### config.mk
export PLATFORM = sky130hd
export DESIGN_NAME = udf_ctrl
export DESIGN_NICKNAME = d
export VERILOG_FILES = /design/src/hdl/udf_pkg.sv /design/src/hdl/udf_ctrl.sv
export SDC_FILE = /design/constraint.sdc
export NUM_CORES = 1
export LEC_CHECK = 0
export BUFFER_PORTS_ARGS = -buffer_cell sky130_fd_sc_hd__buf_2
export CAP_MARGIN = 10
export CORE_AREA = 5 5 42 44
export DETAILED_ROUTE_END_ITERATION = 10
export DIE_AREA = 0 0 47 49
export PLACE_DENSITY = 0.56
export REMOVE_ABC_BUFFERS = 1
export SYNTH_ARGS = -nofsm -noshare
export SYNTH_HDL_FRONTEND = slang
export SYNTH_SLANG_ARGS = --single-unit
### constraint.sdc
create_clock -name clk -period 1.2 [get_ports clk]
set_input_delay 0.24 -clock clk [delete_from_list [all_inputs] [get_ports clk]]
set_output_delay 0.24 -clock clk [all_outputs]
set_load 0.005 [all_outputs]
### src/hdl/udf_pkg.sv
// ----------------------------------------------------------------------------
// udf_pkg
// Shared constants, emit codes and controller/datapath handshake structs for
// the unsigned decimal field formatter.
// ----------------------------------------------------------------------------
package udf_pkg;

  localparam int INPUT_VALUE_W  = 32;
  localparam int FIELD_W        = 6;
  localparam int CHAR_W         = 8;
  localparam int VALUE_BITS_DEF = 32;
  localparam int FIELD_MAX_DEF  = 63;

  localparam logic [CHAR_W-1:0] ASCII_ZERO  = 8'h30;
  localparam logic [CHAR_W-1:0] ASCII_SPACE = 8'h20;

  // What the datapath puts into the output register this cycle.
  localparam logic [2:0] EM_NONE  = 3'd0;
  localparam logic [2:0] EM_PAD   = 3'd1;
  localparam logic [2:0] EM_ZERO  = 3'd2;
  localparam logic [2:0] EM_DIGIT = 3'd3;
  localparam logic [2:0] EM_EMPTY = 3'd4;

  typedef struct packed {
    logic       in_ready;
    logic       conv_step;
    logic       setup;
    logic [2:0] emit_sel;
  } cmd_t;

  typedef struct packed {
    logic in_valid;
    logic q_zero;
    logic total_zero;
    logic left;
    logic pad_zero;
    logic pad_one;
    logic zeros_zero;
    logic zeros_one;
    logic dig_zero;
    logic dig_one;
    logic out_free;
  } status_t;

  // Decimal digits needed for the largest value of the given bit width.
  // 1233/4096 approximates log10(2) closely enough for widths up to 64.
  function automatic int digits_for_bits(input int bits);
    return ((bits * 1233) >> 12) + 1;
  endfunction

endpackage

### src/hdl/udf_ctrl.sv
// ----------------------------------------------------------------------------
// udf_ctrl
// Sequencer: digit extraction, field setup, then left padding, precision
// zeros, digits and right padding, one character per free output slot.
// ----------------------------------------------------------------------------
module udf_ctrl (
  input  logic             clk,
  input  logic             rst,
  input  udf_pkg::status_t status,
  output udf_pkg::cmd_t    cmd
);
  import udf_pkg::*;

  localparam logic [2:0] S_IDLE   = 3'd0;
  localparam logic [2:0] S_CONV   = 3'd1;
  localparam logic [2:0] S_SETUP  = 3'd2;
  localparam logic [2:0] S_PADL   = 3'd3;
  localparam logic [2:0] S_ZEROS  = 3'd4;
  localparam logic [2:0] S_DIGITS = 3'd5;
  localparam logic [2:0] S_PADR   = 3'd6;
  localparam logic [2:0] S_EMPTY  = 3'd7;

  logic [2:0] state;
  logic [2:0] state_next;

  always_ff @(posedge clk) begin
    if (rst) begin
      state <= S_IDLE;
    end else begin
      state <= state_next;
    end
  end

  always_comb begin
    state_next    = state;
    cmd.in_ready  = 1'b0;
    cmd.conv_step = 1'b0;
    cmd.setup     = 1'b0;
    cmd.emit_sel  = EM_NONE;
    case (state)
      S_IDLE: begin
        cmd.in_ready = 1'b1;
        if (status.in_valid) begin
          state_next = S_CONV;
        end
      end
      S_CONV: begin
        cmd.conv_step = 1'b1;
        if (status.q_zero) begin
          state_next = S_SETUP;
        end
      end
      S_SETUP: begin
        cmd.setup  = 1'b1;
        state_next = S_PADL;
      end
      S_PADL: begin
        if (status.total_zero) begin
          state_next = S_EMPTY;
        end else if (status.left || status.pad_zero) begin
          state_next = S_ZEROS;
        end else if (status.out_free) begin
          cmd.emit_sel = EM_PAD;
          if (status.pad_one) begin
            state_next = S_ZEROS;
          end
        end
      end
      S_ZEROS: begin
        if (status.zeros_zero) begin
          state_next = S_DIGITS;
        end else if (status.out_free) begin
          cmd.emit_sel = EM_ZERO;
          if (status.zeros_one) begin
            state_next = S_DIGITS;
          end
        end
      end
      S_DIGITS: begin
        if (status.dig_zero) begin
          state_next = S_PADR;
        end else if (status.out_free) begin
          cmd.emit_sel = EM_DIGIT;
          if (status.dig_one) begin
            state_next = S_PADR;
          end
        end
      end
      S_PADR: begin
        // Left padding already drained the count unless left-justified.
        if (status.pad_zero) begin
          state_next = S_IDLE;
        end else if (status.out_free) begin
          cmd.emit_sel = EM_PAD;
          if (status.pad_one) begin
            state_next = S_IDLE;
          end
        end
      end
      S_EMPTY: begin
        if (status.out_free) begin
          cmd.emit_sel = EM_EMPTY;
          state_next   = S_IDLE;
        end
      end
      default: begin
        state_next = S_IDLE;
      end
    endcase
  end

endmodule

==> key figures, run 1 <==
Drt
  • Detail Route Antenna Nets: 0
  • DRT Wirelength: 1340 microns
  • Vias: 535
  • DRC: 0
  • WL per Instance: 12.6 microns
  • Pre-antenna DRT Iters: 2
  • Via/cell ratio: 5.05
  • Initial detailed-routing violation count: 8

Global routing
  • First-pass GRT wire length: 1970 microns
  • Vias in the first global route: 486
  • GRT overflow: 0
  • GRT Total Usage: 0.112
  • Largest net degree at the start of global routing: 12
  • Initial antenna violation count: 0

Power
  • Net Sw Frac: 0.385
  • Switch Pwr: 0.538 mW
  • Power Internal: 0.859 mW
  • Reg power frac: 0.178
  • Logic pwr share: 0.695
  • Peak VDD IR: 0.684 mV
  • Leak: 0.341 nW
  • Clk pwr share: 0.126
  • Power Total: 1.40 mW
  • PD cells: 1940 nW/um^2

Placed design
  • Hpwl dp: 880 microns
  • Pre-CTS WS: -0.275 ns
  • Routability cong.: 0.746
  • I/O Buffers: 18
  • Post-DP Area: 526 sq um

Setup path
  • Startpoint Class: flop
  • Critical path type: flop to flop
  • Worst Path Max Fanout: 7
  • Critical Path RT: 1.36 ns
  • Critical path endpoint category: flop
  • Delay-heaviest family, CP: flip-flops
  • Max incr delay on CP: 0.37 ns
  • Crit path DAT: 1.64 ns
  • R2R Setup Slk: -0.28 ns
  • Worst Path Buf+Inv: 1
  • CP Cell Sequence: buf_4 -> mux2i_4 -> a32o_2 -> or3_4 -> a21oi_2
  • Slowest library cell on the worst path: dfxtp_4

Job
  • MaxCap Viol Count: 0

Final layout
  • Layout Utilization: 0.513
  • Largest regs: state: 3 flops
  • Area Growth Syn to Fin: 94.3%
  • Max reg flops: 3
  • Finished layout cell area: 719 sq um
  • ANT cells: 0
  • Share of cells above drive strength 1: 0.633
  • Total Nets Final: 104
  • Register with the highest flop count: state

CTS
  • H-tree levels: 1
  • Number of buffers created by CTS: 3
  • Clock Path Buffers: 2
  • CTS root buf: clkbuf_4
  • CTS tree: done
  • Clk_lat worst skew: 0.23 ns
  • Clock transition at the registers of the reported paths: 0.04 ns
  • Post-CTS Hold Buffers: 0
  • Clk sink count: 3

Floorplan
  • Chip height: 49 microns
  • Placement row count: 14
  • Die Area: 2300 sq um
  • Die X: 47 microns
  • Core area: 1400 sq um
  • Initial Util: 0.264
  • IO Pins: 19

Timing
  • Hold Vio Cnt, Final: 0
  • Hold WS: 0.200 ns
  • Final period util: 1.24
  • Slew @ Worst Pin: 0.325 ns
  • Post-layout min period: 1.48 ns
  • Worst rel slew slack: 0.781
  • Max Fclk: 674 MHz
  • Clk_skew: 0.000713 ns
  • RSZ-0062 raised after global routing: true
  • # setup viols final: 9
  • Max Slew Vio Count: 0
  • Final Worst Setup Slack: -0.284 ns

Hold path
  • Hold crit path type: input pin to flop

Yosys
  • Most area-consuming cells after synthesis: dfxtp_1 16%, a21oi_1 6.8%, nor2b_1 6.8%, o21ai_0 6.8%, nor2_1 6.1%
  • Syn Area/Cell: 6.86 sq um
  • Seq cells post-synth: 3
  • Post-Syn Area: 370 sq um
  • EDFF count, synth: 0
  • Post-synthesis cell type count: 27
  • Post-synth top area share: 0.162
  • Post-Syn Instances: 54
  • Synth warnings: 0
  • Fraction of registers with async set or reset after synthesis: 0
  • Sequential fraction of the synthesis area: 0.162
  • Post-synth top area cell: dfxtp_1
  • Most used flip-flop cell after synthesis: dfxtp_1

Run status
  • Failing checks: setup timing
  • Status: finished, violations left
==> worst reg2reg max path, cell delays in order, from the launching register on <==
cell,delay [ns]
dfxtp_4,0.37
buf_4,0.16
mux2i_4,0.18
a32o_2,0.24
or3_4,0.33
a21oi_2,0.13
==> power groups by stage <==
stage / sequential (mW) / combinational, mW / clock [mW]
floorplan: 0.233 / 0.286 / 0
global placement: 0.230 / 0.592 / 0
detailed placement: 0.231 / 0.595 / 0
CTS: 0.259 / 0.763 / 0.183
global route: 0.257 / 1.06 / 0.194
finish: 0.249 / 0.972 / 0.177
==> cell usage after synthesis, types with 2 or more instances <==
master / instances
a21oi_1: 5
a31oi_1: 2
and2_1: 2
buf_4: 2
dfxtp_1: 3
inv_1: 2
nand2_1: 2
nand2b_1: 2
nand3_1: 2
nor2_1: 6
nor2b_1: 4
nor3_1: 2
o21ai_0: 5
or3_1: 2
==> cell families after synthesis <==
kind of cell,after synthesis,synth area share
simple gates,25,0.361
compound gates,19,0.348
flops,3,0.162
buf+inv,6,0.101
mux,1,0.0270
==> placed cells by master, fill, tap and decap left out, types with 2 or more instances in the layout <==
| master | n |
|---|---|
| buf_4 | 14 |
| nor2b_1 | 3 |
| a31oi_1 | 2 |
| nand2_1 | 2 |
| o21ai_1 | 2 |
| nor3_2 | 2 |
| buf_6 | 4 |
| nand3_1 | 2 |
| buf_2 | 18 |
| clkbuf_4 | 3 |
| a21oi_1 | 4 |
| and2_1 | 2 |
| o21ai_0 | 3 |
| nor2_1 | 4 |
| dfxtp_4 | 3 |
==> timing repair <==
item	CTS	global route
pin swaps	4	3
endpoints found under the setup margin	9	9
setup buffers	3	5
resized for setup	23	11
cloned	0	0
==> cell type report <==
| cell class | count | area, sq um |
|---|---|---|
| clock buffer | 4 | 26.3 |
| fill | 151 | 682 |
| inverter | 2 | 7.51 |
| sequential | 3 | 71.3 |
| timing repair buffer | 36 | 240 |
| multi-input combinational | 45 | 354 |
| tap | 16 | 20.0 |
==> per-layer routing <==
layer  up-vias  GRT usage  routed length, microns
met1       249      0.135                     590
met2        15      0.181                     656
met4         0     0.0276                       0
met3         0     0.0443                      89
met5         -          0                       0
li1        271          -                       -
==> through the flow <==
stage | TNS [ns] | cells
after global placement | -0.939 | 94
after global routing | -1.92 | 106
after floorplan | -0.508 | 50
final | -1.44 | 106
after detailed placement | -0.984 | 94
after CTS | -1.34 | 101
==> worst paths after layout <==
check             startpoint        to  depth (start not counted)
setup / recovery    state[0]  state[0]                          5
hold / removal           rst  state[1]                          2
setup reg to reg    state[0]  state[0]                          5
hold reg to reg     state[2]  state[2]                          2
Power figures use the tool's default switching activity.
==> inputs of run 2 (changes only) <==
--- a/config.mk
+++ b/config.mk
@@ -7,10 +7,10 @@
 export LEC_CHECK = 0
 export BUFFER_PORTS_ARGS = -buffer_cell sky130_fd_sc_hd__buf_2
 export CAP_MARGIN = 10
-export CORE_AREA = 5 5 42 44
+export CORE_AREA = 2 2 39 41
 export DETAILED_ROUTE_END_ITERATION = 10
-export DIE_AREA = 0 0 47 49
-export PLACE_DENSITY = 0.56
+export DIE_AREA = 0 0 41 43
+export PLACE_DENSITY = 0.54
 export REMOVE_ABC_BUFFERS = 1
 export SYNTH_ARGS = -nofsm -noshare
 export SYNTH_HDL_FRONTEND = slang
==> constraint.sdc (replaced) <==
create_clock -name clk -period 1.8 [get_ports clk]
set_input_delay 0.36 -clock clk [delete_from_list [all_inputs] [get_ports clk]]
set_output_delay 0.36 -clock clk [all_outputs]
set_load 0.005 [all_outputs]
==> run 2 against run 1 <==
Compared with the run above: the run now ends clean; power decreased by 54%; clock power decreased by 34%; die area decreased by 23%; core utilization decreased by 15 points; non-clock buffer count decreased by 15; final cell count decreased by 14%; critical path depth unchanged; final area decreased by 29%; first-iteration DRC count increased by 13%; clock skew about the same.
==> key figures, run 2 (synthesis results as in run 1) <==
CTS
  • H-tree levels: 1
  • CTS tree: done
  • Post-CTS Hold Buffers: 0
  • Clk sink count: 3
  • CTS root buf: clkbuf_4
  • Clock Path Buffers: 2
  • Clk_lat worst skew: 0.23 ns
  • Number of buffers created by CTS: 3
  • Clock transition at the registers of the reported paths: 0.04 ns

Power
  • Power Internal: 0.367 mW
  • Peak VDD IR: 0.456 mV
  • Leak: 0.238 nW
  • Reg power frac: 0.265
  • Net Sw Frac: 0.423
  • Clk pwr share: 0.184
  • Power Total: 0.637 mW
  • PD cells: 1250 nW/um^2
  • Switch Pwr: 0.269 mW
  • Logic pwr share: 0.551

Global routing
  • Met2 track demand over resource: 0.156
  • Met1 GRT Util: 0.192
  • Vias in the first global route: 373
  • Busiest grt layer: met1
  • GRT Total Usage: 0.122
  • Initial antenna violation count: 0
  • GR Util met3: 0.0471
  • Largest net degree at the start of global routing: 14
  • First-pass GRT wire length: 1520 microns
  • GRT overflow: 0

Final layout
  • Largest regs: state: 3 flops
  • Multi-input gate area: 273 sq um
  • Max reg flops: 3
  • Finished layout cell area: 509 sq um
  • # fillers: 162
  • Register with the highest flop count: state
  • Total Nets Final: 89
  • Area Growth Syn to Fin: 37.5%
  • Layout Utilization: 0.368
  • Register area: 66.3 sq um
  • ANT cells: 0
  • Post-Layout Cell Count: 91
  • Share of cells above drive strength 1: 0.373
  • Commonest non-fill, non-tap cell in the layout: buf_2
  • Most frequent cells in the layout: 18 x buf_2, 6 x nor2_1, 5 x o21ai_0, 5 x a21oi_1, 4 x nor2b_1

Timing
  • Worst rel slew slack: 0.827
  • Slew @ Worst Pin: 0.255 ns
  • Max Slew Vio Count: 0
  • Setup TNS: 0 ns
  • # setup viols final: 0
  • Post-layout min period: 1.66 ns
  • Clk_skew: 0.000321 ns
  • Final period util: 0.920
  • Max Fclk: 604 MHz
  • RSZ-0062 raised after global routing: false
  • Hold Vio Cnt, Final: 0

Floorplan
  • Placement row count: 14
  • Die Area: 1760 sq um
  • Die X: 41 microns
  • Chip height: 43 microns
  • Core area: 1380 sq um
  • Initial Util: 0.268
  • IO Pins: 19

Drt
  • Pre-antenna DRT Iters: 4
  • Via/cell ratio: 5.08
  • Initial detailed-routing violation count: 9
  • Vias: 462
  • Detail Route Antenna Nets: 0
  • DRC: 0
  • WL per Instance: 11.0 microns
  • DRT Wirelength: 998 microns

Placed design
  • Routability cong.: 0.791
  • I/O Buffers: 18
  • Post-DP Area: 458 sq um
  • Hpwl dp: 744 microns
  • Dpl cells: 85

Setup path
  • Worst Path Max Fanout: 7
  • R2R Setup Slk: 0.30 ns
  • Critical Path RT: 1.44 ns
  • Critical path endpoint category: primary output
  • FF-to-FF End: state[0]
  • Critical path type: flop to primary output
  • Startpoint Class: flop
  • Reg2reg start: state[0]
  • Crit path DAT: 1.30 ns
  • R2r worst-path depth: 5

Hold path
  • Hold_sp: rst
  • Hold-critical path depth: 2
  • Hold crit path type: input pin to flop
  • Min-Delay Endpoint: state[1]

Job
  • MaxCap Viol Count: 0

Run status
  • Status: completed
## run 2: routing by layer
metal	share of wire	wire length (microns)	vias up
met3	0.059	59	0
met1	0.51	505	207
li1	-	-	240
met5	0	0	-
met2	0.43	434	15
met4	0	0	0
## run 2: cell type report
type                            instances  area share
Multi-Input combinational cell         45       0.536
Timing Repair Buffer                   21       0.221
Sequential cell                         3       0.130
Clock buffer                            4      0.0516
Tap cell                               16      0.0393
Inverter                                2      0.0221
## run 2: worst max-delay path, cell delays in order (launching register included)
cell and delay (ns):
dfxtp_2 0.38, nor2b_1 0.19, and2_0 0.14, o21ai_0 0.08, a21boi_0 0.14, buf_2 0.13
## run 2: worst max path at each step
stage,start,end,slack [ns]
2_1_floorplan,state[0],cmd[0],0.30
3_3_place_gp,state[1],cmd[0],0.23
3_5_place_dp,state[1],cmd[0],0.19
4_1_cts,state[0],cmd[0],0.04
5_1_grt,state[1],cmd[0],0.0006
6_report,state[0],cmd[0],0.14
## run 2: power groups by stage
| stage | combinational [mW] | clock, mW | sequential (mW) |
|---|---|---|---|
| floorplan | 0.191 | 0 | 0.155 |
| global placement | 0.320 | 0 | 0.148 |
| detailed placement | 0.318 | 0 | 0.151 |
| CTS | 0.321 | 0.122 | 0.154 |
| global route | 0.400 | 0.126 | 0.175 |
| finish | 0.351 | 0.117 | 0.169 |
## run 2: what timing repair did
action,in CTS,in global routing
buffers inserted,0,2
setup endpoints to repair,1,1
gates resized for setup,1,4
## run 2: through the flow
step | setup WS (ns) | hold slack, ns
3_3_place_gp | 0.227 | 0.578
2_1_floorplan | 0.303 | 0.429
5_1_grt | 0.000646 | 0.351
4_1_cts | 0.0374 | 0.328
6_report | 0.144 | 0.328
3_5_place_dp | 0.186 | 0.582
